$ cat src/sv/keyed_slot_table_core_assert.svh
// assertion macros for the keyed slot table core
// used by the top level; expects clk and rst_n in the including scope
`ifndef KEYED_SLOT_TABLE_CORE_ASSERT_SVH
`define KEYED_SLOT_TABLE_CORE_ASSERT_SVH

`ifndef SYNTHESIS
// checked only while out of reset
`define KST_ASSERT(label, prop, msg) \
  label: assert property (@(posedge clk) disable iff (!rst_n) prop) else $error(msg);
// checked at every edge, reset included
`define KST_ASSERT_ANY(label, prop, msg) \
  label: assert property (@(posedge clk) prop) else $error(msg);
`else
`define KST_ASSERT(label, prop, msg)
`define KST_ASSERT_ANY(label, prop, msg)
`endif

`endif

$ cat src/sv/ksl_pkg.sv
// shared types, sizes and helpers for the keyed slot table
// no dependencies
package ksl_pkg;

  localparam int NUM_BLOCKS      = 4;
  localparam int SLOTS_PER_BLOCK = 8;
  localparam int TOTAL_SLOTS     = NUM_BLOCKS * SLOTS_PER_BLOCK;
  localparam int SLOT_W          = (TOTAL_SLOTS > 1) ? $clog2(TOTAL_SLOTS) : 1;

  localparam int KEY_W    = 32;
  localparam int OP_W     = 2;
  localparam int STATUS_W = 2;
  localparam int SLOT_F_W = 5;

  typedef logic [SLOT_W-1:0] slot_idx_t;

  localparam slot_idx_t LAST_IDX = SLOT_W'(TOTAL_SLOTS - 1);

  typedef enum logic [OP_W-1:0] {
    OP_LOOKUP  = 2'd0,
    OP_RESERVE = 2'd1,
    OP_REMOVE  = 2'd2
  } op_t;

  typedef enum logic [STATUS_W-1:0] {
    ST_FOUND  = 2'd0,
    ST_NEW    = 2'd1,
    ST_ABSENT = 2'd2,
    ST_FULL   = 2'd3
  } status_t;

  // result of comparing one stored entry against the request key
  typedef struct packed {
    logic hit;
    logic free;
  } cmp_t;

  // true for the three defined operation codes
  function automatic logic op_known(input logic [OP_W-1:0] op);
    return (op == OP_LOOKUP) || (op == OP_RESERVE) || (op == OP_REMOVE);
  endfunction

  // slot index as seen on the result field, masked or zero extended
  function automatic logic [SLOT_F_W-1:0] to_slot_field(input slot_idx_t idx);
    logic [SLOT_W+SLOT_F_W-1:0] ext;
    ext = {{SLOT_F_W{1'b0}}, idx};
    return ext[SLOT_F_W-1:0];
  endfunction

endpackage

$ cat src/sv/ksl_req_if.sv
// request channel carrying an operation and a key
// depends on ksl_pkg
interface ksl_req_if;
  import ksl_pkg::*;

  logic             valid;
  logic             ready;
  logic [OP_W-1:0]  operation;
  logic [KEY_W-1:0] key;

  modport source (output valid, output operation, output key, input ready);
  modport sink   (input valid, input operation, input key, output ready);
endinterface

$ cat src/sv/ksl_rsp_if.sv
// result channel carrying a status and a slot index
// depends on ksl_pkg
interface ksl_rsp_if;
  import ksl_pkg::*;

  logic                valid;
  logic                ready;
  logic [STATUS_W-1:0] status;
  logic [SLOT_F_W-1:0] slot;

  modport source (output valid, output status, output slot, input ready);
  modport sink   (input valid, input status, input slot, output ready);
endinterface

$ cat src/sv/ksl_ram.sv
// generic single write port, single read port ram with registered read
// no dependencies
module ksl_ram #(
  parameter int WIDTH = 32,
  parameter int DEPTH = 32
) (
  input  logic                                  clk,
  input  logic                                  wr_en,
  input  logic [((DEPTH > 1) ? $clog2(DEPTH) : 1)-1:0] wr_addr,
  input  logic [WIDTH-1:0]                      wr_data,
  input  logic                                  rd_en,
  input  logic [((DEPTH > 1) ? $clog2(DEPTH) : 1)-1:0] rd_addr,
  output logic [WIDTH-1:0]                      rd_data
);

  logic [WIDTH-1:0] mem [DEPTH];

  // write port and registered read port
  always_ff @(posedge clk) begin
    if (wr_en) begin
      mem[wr_addr] <= wr_data;
    end
    if (rd_en) begin
      rd_data <= mem[rd_addr];
    end
  end

endmodule

$ cat src/sv/ksl_match.sv
// shared compare unit: checks one stored entry against the request key
// depends on ksl_pkg
module ksl_match (
  input  logic [ksl_pkg::KEY_W-1:0] entry_key,
  input  logic                      entry_valid,
  input  logic [ksl_pkg::KEY_W-1:0] req_key,
  output ksl_pkg::cmp_t             cmp
);
  import ksl_pkg::*;

  // an invalid entry never hits and counts as free, and request keys are never zero
  always_comb begin
    cmp.hit  = entry_valid && (entry_key == req_key);
    cmp.free = !entry_valid;
  end

endmodule

$ cat src/sv/keyed_slot_table_core.sv
// keyed slot table: scans the slots one per cycle through a shared comparator
// results: a scanned request puts its result in the output register once a slot
//   hits or the last slot has been compared, so an early hit ends the scan sooner;
//   a zero key or unknown operation skips the scan and is reported as absent
// accept: a new request is taken only in idle, after the last result has entered the
//   output register; that handoff waits while an earlier result is still not taken
// reset: synchronous, clears all slot valid bits so every slot is free
module keyed_slot_table_core (
  input  logic            clk,
  input  logic            rst_n,
  ksl_req_if.sink         in_if,
  ksl_rsp_if.source       out_if
);
  import ksl_pkg::*;

  `include "keyed_slot_table_core_assert.svh"

  typedef enum logic [1:0] {
    S_IDLE,
    S_SCAN,
    S_DONE
  } state_t;

  state_t                 state_r, state_nxt;
  op_t                    op_r, op_nxt;
  logic [KEY_W-1:0]       key_r, key_nxt;
  slot_idx_t              rd_idx_r, rd_idx_nxt;
  logic                   issue_r, issue_nxt;
  logic                   cmp_vld_r, cmp_vld_nxt;
  slot_idx_t              cmp_idx_r, cmp_idx_nxt;
  logic                   free_fnd_r, free_fnd_nxt;
  slot_idx_t              free_idx_r, free_idx_nxt;
  logic [TOTAL_SLOTS-1:0] valid_r, valid_nxt;
  status_t                res_status_r, res_status_nxt;
  slot_idx_t              res_slot_r, res_slot_nxt;
  logic                   out_valid_r, out_valid_nxt;
  status_t                out_status_r, out_status_nxt;
  logic [SLOT_F_W-1:0]    out_slot_r, out_slot_nxt;

  logic                   in_fire;
  logic                   rsp_free;
  logic                   rd_en;
  logic                   wr_en;
  slot_idx_t              free_sel;
  logic                   free_any;
  logic [KEY_W-1:0]       rd_data;
  cmp_t                   cmp;

  // key store
  ksl_ram #(
    .WIDTH (KEY_W),
    .DEPTH (TOTAL_SLOTS)
  ) u_ram (
    .clk     (clk),
    .wr_en   (wr_en),
    .wr_addr (free_sel),
    .wr_data (key_r),
    .rd_en   (rd_en),
    .rd_addr (rd_idx_r),
    .rd_data (rd_data)
  );

  // shared comparator
  ksl_match u_match (
    .entry_key   (rd_data),
    .entry_valid (valid_r[cmp_idx_r]),
    .req_key     (key_r),
    .cmp         (cmp)
  );

  // handshake
  assign in_if.ready   = (state_r == S_IDLE);
  assign in_fire       = in_if.valid && in_if.ready;
  assign rsp_free      = !out_valid_r || out_if.ready;
  assign out_if.valid  = out_valid_r;
  assign out_if.status = out_status_r;
  assign out_if.slot   = out_slot_r;

  // lowest free slot seen so far, the current one included
  assign free_any = free_fnd_r || cmp.free;
  assign free_sel = free_fnd_r ? free_idx_r : cmp_idx_r;
  assign rd_en    = (state_r == S_SCAN) && issue_r;

  // sequencer
  always_comb begin
    state_nxt      = state_r;
    op_nxt         = op_r;
    key_nxt        = key_r;
    rd_idx_nxt     = rd_idx_r;
    issue_nxt      = issue_r;
    cmp_vld_nxt    = cmp_vld_r;
    cmp_idx_nxt    = cmp_idx_r;
    free_fnd_nxt   = free_fnd_r;
    free_idx_nxt   = free_idx_r;
    valid_nxt      = valid_r;
    res_status_nxt = res_status_r;
    res_slot_nxt   = res_slot_r;
    out_valid_nxt  = out_valid_r;
    out_status_nxt = out_status_r;
    out_slot_nxt   = out_slot_r;
    wr_en          = 1'b0;

    if (out_valid_r && out_if.ready) begin
      out_valid_nxt = 1'b0;
    end

    case (state_r)
      S_IDLE: begin
        if (in_fire) begin
          op_nxt  = op_t'(in_if.operation);
          key_nxt = in_if.key;
          if ((in_if.key == '0) || !op_known(in_if.operation)) begin
            res_status_nxt = ST_ABSENT;
            res_slot_nxt   = '0;
            state_nxt      = S_DONE;
          end else begin
            rd_idx_nxt   = '0;
            issue_nxt    = 1'b1;
            cmp_vld_nxt  = 1'b0;
            free_fnd_nxt = 1'b0;
            state_nxt    = S_SCAN;
          end
        end
      end

      S_SCAN: begin
        // read one slot per cycle
        if (issue_r) begin
          rd_idx_nxt = rd_idx_r + 1'b1;
          issue_nxt  = (rd_idx_r != LAST_IDX);
        end
        cmp_vld_nxt = issue_r;
        cmp_idx_nxt = rd_idx_r;

        // compare the slot read last cycle
        if (cmp_vld_r) begin
          if (cmp.free && !free_fnd_r) begin
            free_fnd_nxt = 1'b1;
            free_idx_nxt = cmp_idx_r;
          end
          if (cmp.hit) begin
            res_status_nxt = ST_FOUND;
            res_slot_nxt   = cmp_idx_r;
            if (op_r == OP_REMOVE) begin
              valid_nxt[cmp_idx_r] = 1'b0;
            end
            issue_nxt   = 1'b0;
            cmp_vld_nxt = 1'b0;
            state_nxt   = S_DONE;
          end else if (cmp_idx_r == LAST_IDX) begin
            res_slot_nxt = '0;
            if (op_r == OP_RESERVE) begin
              if (free_any) begin
                wr_en               = 1'b1;
                valid_nxt[free_sel] = 1'b1;
                res_status_nxt      = ST_NEW;
                res_slot_nxt        = free_sel;
              end else begin
                res_status_nxt = ST_FULL;
              end
            end else begin
              res_status_nxt = ST_ABSENT;
            end
            issue_nxt   = 1'b0;
            cmp_vld_nxt = 1'b0;
            state_nxt   = S_DONE;
          end
        end
      end

      S_DONE: begin
        // hand the result to the output register
        if (rsp_free) begin
          out_valid_nxt  = 1'b1;
          out_status_nxt = res_status_r;
          out_slot_nxt   = to_slot_field(res_slot_r);
          state_nxt      = S_IDLE;
        end
      end

      default: begin
        state_nxt = S_IDLE;
      end
    endcase
  end

  // state and registered outputs
  always_ff @(posedge clk) begin
    if (!rst_n) begin
      state_r     <= S_IDLE;
      issue_r     <= 1'b0;
      cmp_vld_r   <= 1'b0;
      free_fnd_r  <= 1'b0;
      valid_r     <= '0;
      out_valid_r <= 1'b0;
    end else begin
      state_r     <= state_nxt;
      issue_r     <= issue_nxt;
      cmp_vld_r   <= cmp_vld_nxt;
      free_fnd_r  <= free_fnd_nxt;
      valid_r     <= valid_nxt;
      out_valid_r <= out_valid_nxt;
    end
    op_r         <= op_nxt;
    key_r        <= key_nxt;
    rd_idx_r     <= rd_idx_nxt;
    cmp_idx_r    <= cmp_idx_nxt;
    free_idx_r   <= free_idx_nxt;
    res_status_r <= res_status_nxt;
    res_slot_r   <= res_slot_nxt;
    out_status_r <= out_status_nxt;
    out_slot_r   <= out_slot_nxt;
  end

  // checks
  `KST_ASSERT(a_cmp_in_scan, cmp_vld_r |-> (state_r == S_SCAN), "compare outside a scan")
  `KST_ASSERT(a_wr_at_scan_end, wr_en |-> (cmp_vld_r && (op_r == OP_RESERVE)), "stray write")
  `KST_ASSERT(a_done_loads_out, ((state_r == S_DONE) && rsp_free) |=> out_valid_r, "result lost")
  `KST_ASSERT(a_new_grows, $past(wr_en) |-> ($countones(valid_r) == $countones($past(valid_r)) + 1), "no slot taken")
  `KST_ASSERT_ANY(a_reset_idle, !rst_n |=> ((state_r == S_IDLE) && !out_valid_r), "reset did not idle")

endmodule
$ cat src/flat_wrapper.sv
// flat-port wrapper written by rule: the top's interface ports become plain ports
module keyed_slot_table_core_flat import ksl_pkg::*;
  (clk, rst_n, in_if_valid, in_if_operation, in_if_key, in_if_ready, out_if_valid, out_if_status, out_if_slot, out_if_ready);
  ksl_req_if in_if_i ();
  ksl_rsp_if out_if_i ();
  input  logic clk;
  input  logic rst_n;
  input wire logic [$bits(in_if_i.valid)-1:0] in_if_valid;
  input wire logic [$bits(in_if_i.operation)-1:0] in_if_operation;
  input wire logic [$bits(in_if_i.key)-1:0] in_if_key;
  output wire logic [$bits(in_if_i.ready)-1:0] in_if_ready;
  output wire logic [$bits(out_if_i.valid)-1:0] out_if_valid;
  output wire logic [$bits(out_if_i.status)-1:0] out_if_status;
  output wire logic [$bits(out_if_i.slot)-1:0] out_if_slot;
  input wire logic [$bits(out_if_i.ready)-1:0] out_if_ready;
  assign in_if_i.valid = in_if_valid;
  assign in_if_i.operation = in_if_operation;
  assign in_if_i.key = in_if_key;
  assign in_if_ready = in_if_i.ready;
  assign out_if_valid = out_if_i.valid;
  assign out_if_status = out_if_i.status;
  assign out_if_slot = out_if_i.slot;
  assign out_if_i.ready = out_if_ready;
  keyed_slot_table_core u_core (.clk(clk), .rst_n(rst_n), .in_if(in_if_i), .out_if(out_if_i));
endmodule
$ cat config.mk
export PLATFORM = sky130hd
export DESIGN_NAME = keyed_slot_table_core_flat
export DESIGN_NICKNAME = d
export VERILOG_FILES = /design/src/sv/ksl_pkg.sv /design/src/sv/ksl_req_if.sv /design/src/sv/ksl_rsp_if.sv /design/src/sv/ksl_ram.sv /design/src/sv/ksl_match.sv /design/src/sv/keyed_slot_table_core.sv /design/src/flat_wrapper.sv
export VERILOG_INCLUDE_DIRS = /design/src /design/src/sv
export SDC_FILE = /design/constraint.sdc
export NUM_CORES = 1
export LEC_CHECK = 0
export BUFFER_PORTS_ARGS = -buffer_cell sky130_fd_sc_hd__buf_2
export CORE_MARGIN = 4
export CORE_UTILIZATION = 51
export CTS_BUF_LIST = sky130_fd_sc_hd__clkbuf_8 sky130_fd_sc_hd__clkbuf_16
export CTS_CLUSTER_SIZE = 25
export DETAILED_ROUTE_END_ITERATION = 16
export PLACE_DENSITY_LB_ADDON = 0.2
export SYNTH_ARGS = -nofsm -noshare
export SYNTH_HDL_FRONTEND = slang
export SYNTH_SLANG_ARGS = --single-unit
$ cat constraint.sdc
create_clock -name clk -period 6 [get_ports clk]
set_input_delay 0.9 -clock clk [delete_from_list [all_inputs] [get_ports clk]]
set_output_delay 0.9 -clock clk [all_outputs]
set_load 0.01 [all_outputs]
==> flow_summary.ini <==
[status]
status = finished, final reports clean

[cts]
cts_buffers = 114
clock_path_buffers = 3
cts-resized-gates = 0
postCtsSetupRepairBufs = 0
clockRootBuffer = clkbuf_16
cts_hold_buf = 0
numClockSinks = 1157
clk_pin_slew_ns = 0.06
clock_latency_ns = 0.68
cts_max_level = 3
cts_tree = done

[worst_setup_path]
critPathRequiredTime_ns = 6.31
crit_type = flop to flop
cp_data_arrival_time_ns = 5.10
path_delay_family = compound AO/OA/AOI/OAI gates
crit_path_cell_trace = mux4_2, a32oi_1, o2bb2ai_1, a2111oi_2, nand2_1, a211oi_4, buf_4
cp_max_fo = 23
worstSetupStartpoint = u_core.cmp_idx_r[1]
endpoint_kind = flop
slowest_delay_ns = 0.93
critPathSlowestCell = edfxtp_1
timing.rr.start = u_core.cmp_idx_r[1]
cp_num_buf_inv = 1
critPathLaunchType = flop

[placement]
io_buffers = 46
place_hpwl_microns = 56000
place_congestion = 0.836
placed_cell_area_sq_um = 47100

[route]
drc = 0
vias = 21392
ant_nets = 0
drt_pass1_iterations = 6
drt_iter0_markers = 2514
wl_per_cell_microns = 30.9
drt-total-wl_microns = 104000
vias_per_cell = 6.33

[timing]
rsz0062_at_grt = no
slew_headroom = 0.179
fin_skew_ns = 0.0252
finalSetupViolCount = 0
finalSetupTns_ns = 0
worst_hold_slack_ns = 0.416
layout_worst_path_cycle_share = 0.799
max_freq_mhz = 209
drv_slew = 0
hold_viol_final = 0
worstMarginPinSlew_ns = 1.23
min_period_ns = 4.80

[global_route]
met1_usage = 0.338
grt_max_degree = 132
grt_overflow = 0
grtUsageMet3 = 0.0319
use_met2 = 0.361
antenna_found_initial = 1
grt_pass1_vias = 22143
gr-max-usage-layer = met2
grt_util_all_layers = 0.227
grt_first_pass_wirelength_microns = 154000

[power_and_ir_drop]
power.density_nw_per_um2 = 348
ir_worst_vdd_mv = 0.237
leakagePower_nw = 15.7

[yosys]
synthMostInstantiatedCell = edfxtp_1
avgSynthCellArea_sq_um = 22.4
synth_cells = 1995
synth-seq-area-share = 0.767
yosys-top-cells-count = 1119 x edfxtp_1, 322 x mux4_2, 61 x clkbuf_1
synthesis.area_sq_um = 44800
yosysWarnings = 0
synth_edf_count = 1119
syn_nets = 2035
synth.area.top_cells = edfxtp_1 75%, mux4_2 16%, dfxtp_1 1.7%
synth_top_area_cell = edfxtp_1
synth.distinct_cells = 57
async_reset_ff_frac = 0
ys_ff_latch = 1157
synth_top_cell_area_share = 0.751
synth_flop_cell = edfxtp_1

[die]
core-area_sq_um = 86900
start_util = 0.515
die_height_microns = 304
dieArea_sq_um = 92600
io_pins = 47
num_rows = 108
die_width_microns = 304

[layout]
final_core_util = 0.585
multiInputGateArea_sq_um = 10200
final_area_sq_um = 50900
final_nets = 2173
diodes = 0
seqCellArea_sq_um = 34400
drive_gt1_frac = 0.314
fill_cells = 6105
area_growth_pct = 13.6

[min_path]
holdCritStartpoint = in_if_key[11]
min_path_type = input port to flop

[run]
cap_violations = 0
[per-stage QoR]
stage,power [mW],instances,worst slack (ns)
detailed placement,10.8,3172,1.20
floorplan,10.3,1995,1.19
global placement,10.7,3172,1.31
global route,18.3,3381,0.988
CTS,17.8,3381,1.18
finish,17.7,3381,1.20
[worst register-to-register path, cell delays in order, from the launching register on]
cell and delay [ns]:
edfxtp_1 0.93, mux4_2 0.61, a32oi_1 0.24, o2bb2ai_1 0.16, a2111oi_2 0.48, nand2_1 0.49, a211oi_4 0.88, buf_4 0.60
[logic make-up (layout without fill, tap and decap cells)]
logic type,count (synthesis),after routing,share of synthesized area
multiplexers,370,370,0.174
buffers and inverters,122,353,0.0116
flip-flops,1157,1157,0.767
adder cells (fa/ha/maj),2,2,0.000559
AND/OR/NAND/NOR,205,205,0.0235
XOR/XNOR,34,34,0.00665
AO/OA/AOI/OAI,105,105,0.0166
[routing by layer]
layer / up-vias / share of wire
met5: - / 0
met4: 0 / 0.022
met3: 141 / 0.071
met2: 914 / 0.49
met1: 11573 / 0.42
li1: 8764 / -
[placed cells by master, fill, tap and decap left out, types with 8 or more instances in the layout]
cell type	instances
mux4_2	322
dfxtp_1	38
buf_12	15
nand2_1	60
a211oi_4	8
nand3_1	9
o22ai_1	34
clkinv_1	23
edfxtp_1	1119
bufinv_16	14
nor4_1	39
nand4_1	11
o21ai_0	18
nor2_4	25
mux2_2	33
nor3_1	11
xnor2_1	33
nor2_1	16
inv_1	35
buf_4	68
mux2i_1	15
clkinv_2	21
clkbuf_16	117
buf_2	46
[state kept, by name, summed over array words and instances (netlist names), 32 cells and up]
signal                count
u_core.key_r             32
u_core.u_ram.mem       1024
u_core.u_ram.rd_data     32
u_core.valid_r           32
[power by group]
group	switching (mW)	internal, mW	leakage (nW)	total (mW)
Clock	2.98	4.15	1.93	7.13
Sequential	0.0841	8.97	10.4	9.06
Combinational	0.786	0.726	3.33	1.51
Total	3.85	13.8	15.7	17.7
[area by class of cell]
cell class              instances  area share
repair buffers                129      0.0205
well taps                    1155      0.0284
clock inverters                90      0.0159
flip-flops and latches       1157       0.676
multi-input cells             716       0.200
inverters                      15     0.00111
clock buffers                 119      0.0581
[path summary, 6_finish.rpt]
kind	slack, ns	endpoint	cells after the start
setup / recovery	1.20	u_core.u_ram.mem[11][16]	7
hold / removal	0.42	u_core.key_r[11]	1
setup reg to reg	1.20	u_core.u_ram.mem[11][16]	7
hold reg to reg	0.42	u_core.out_if.slot[1]	0
Power figures use the tool's default switching activity.
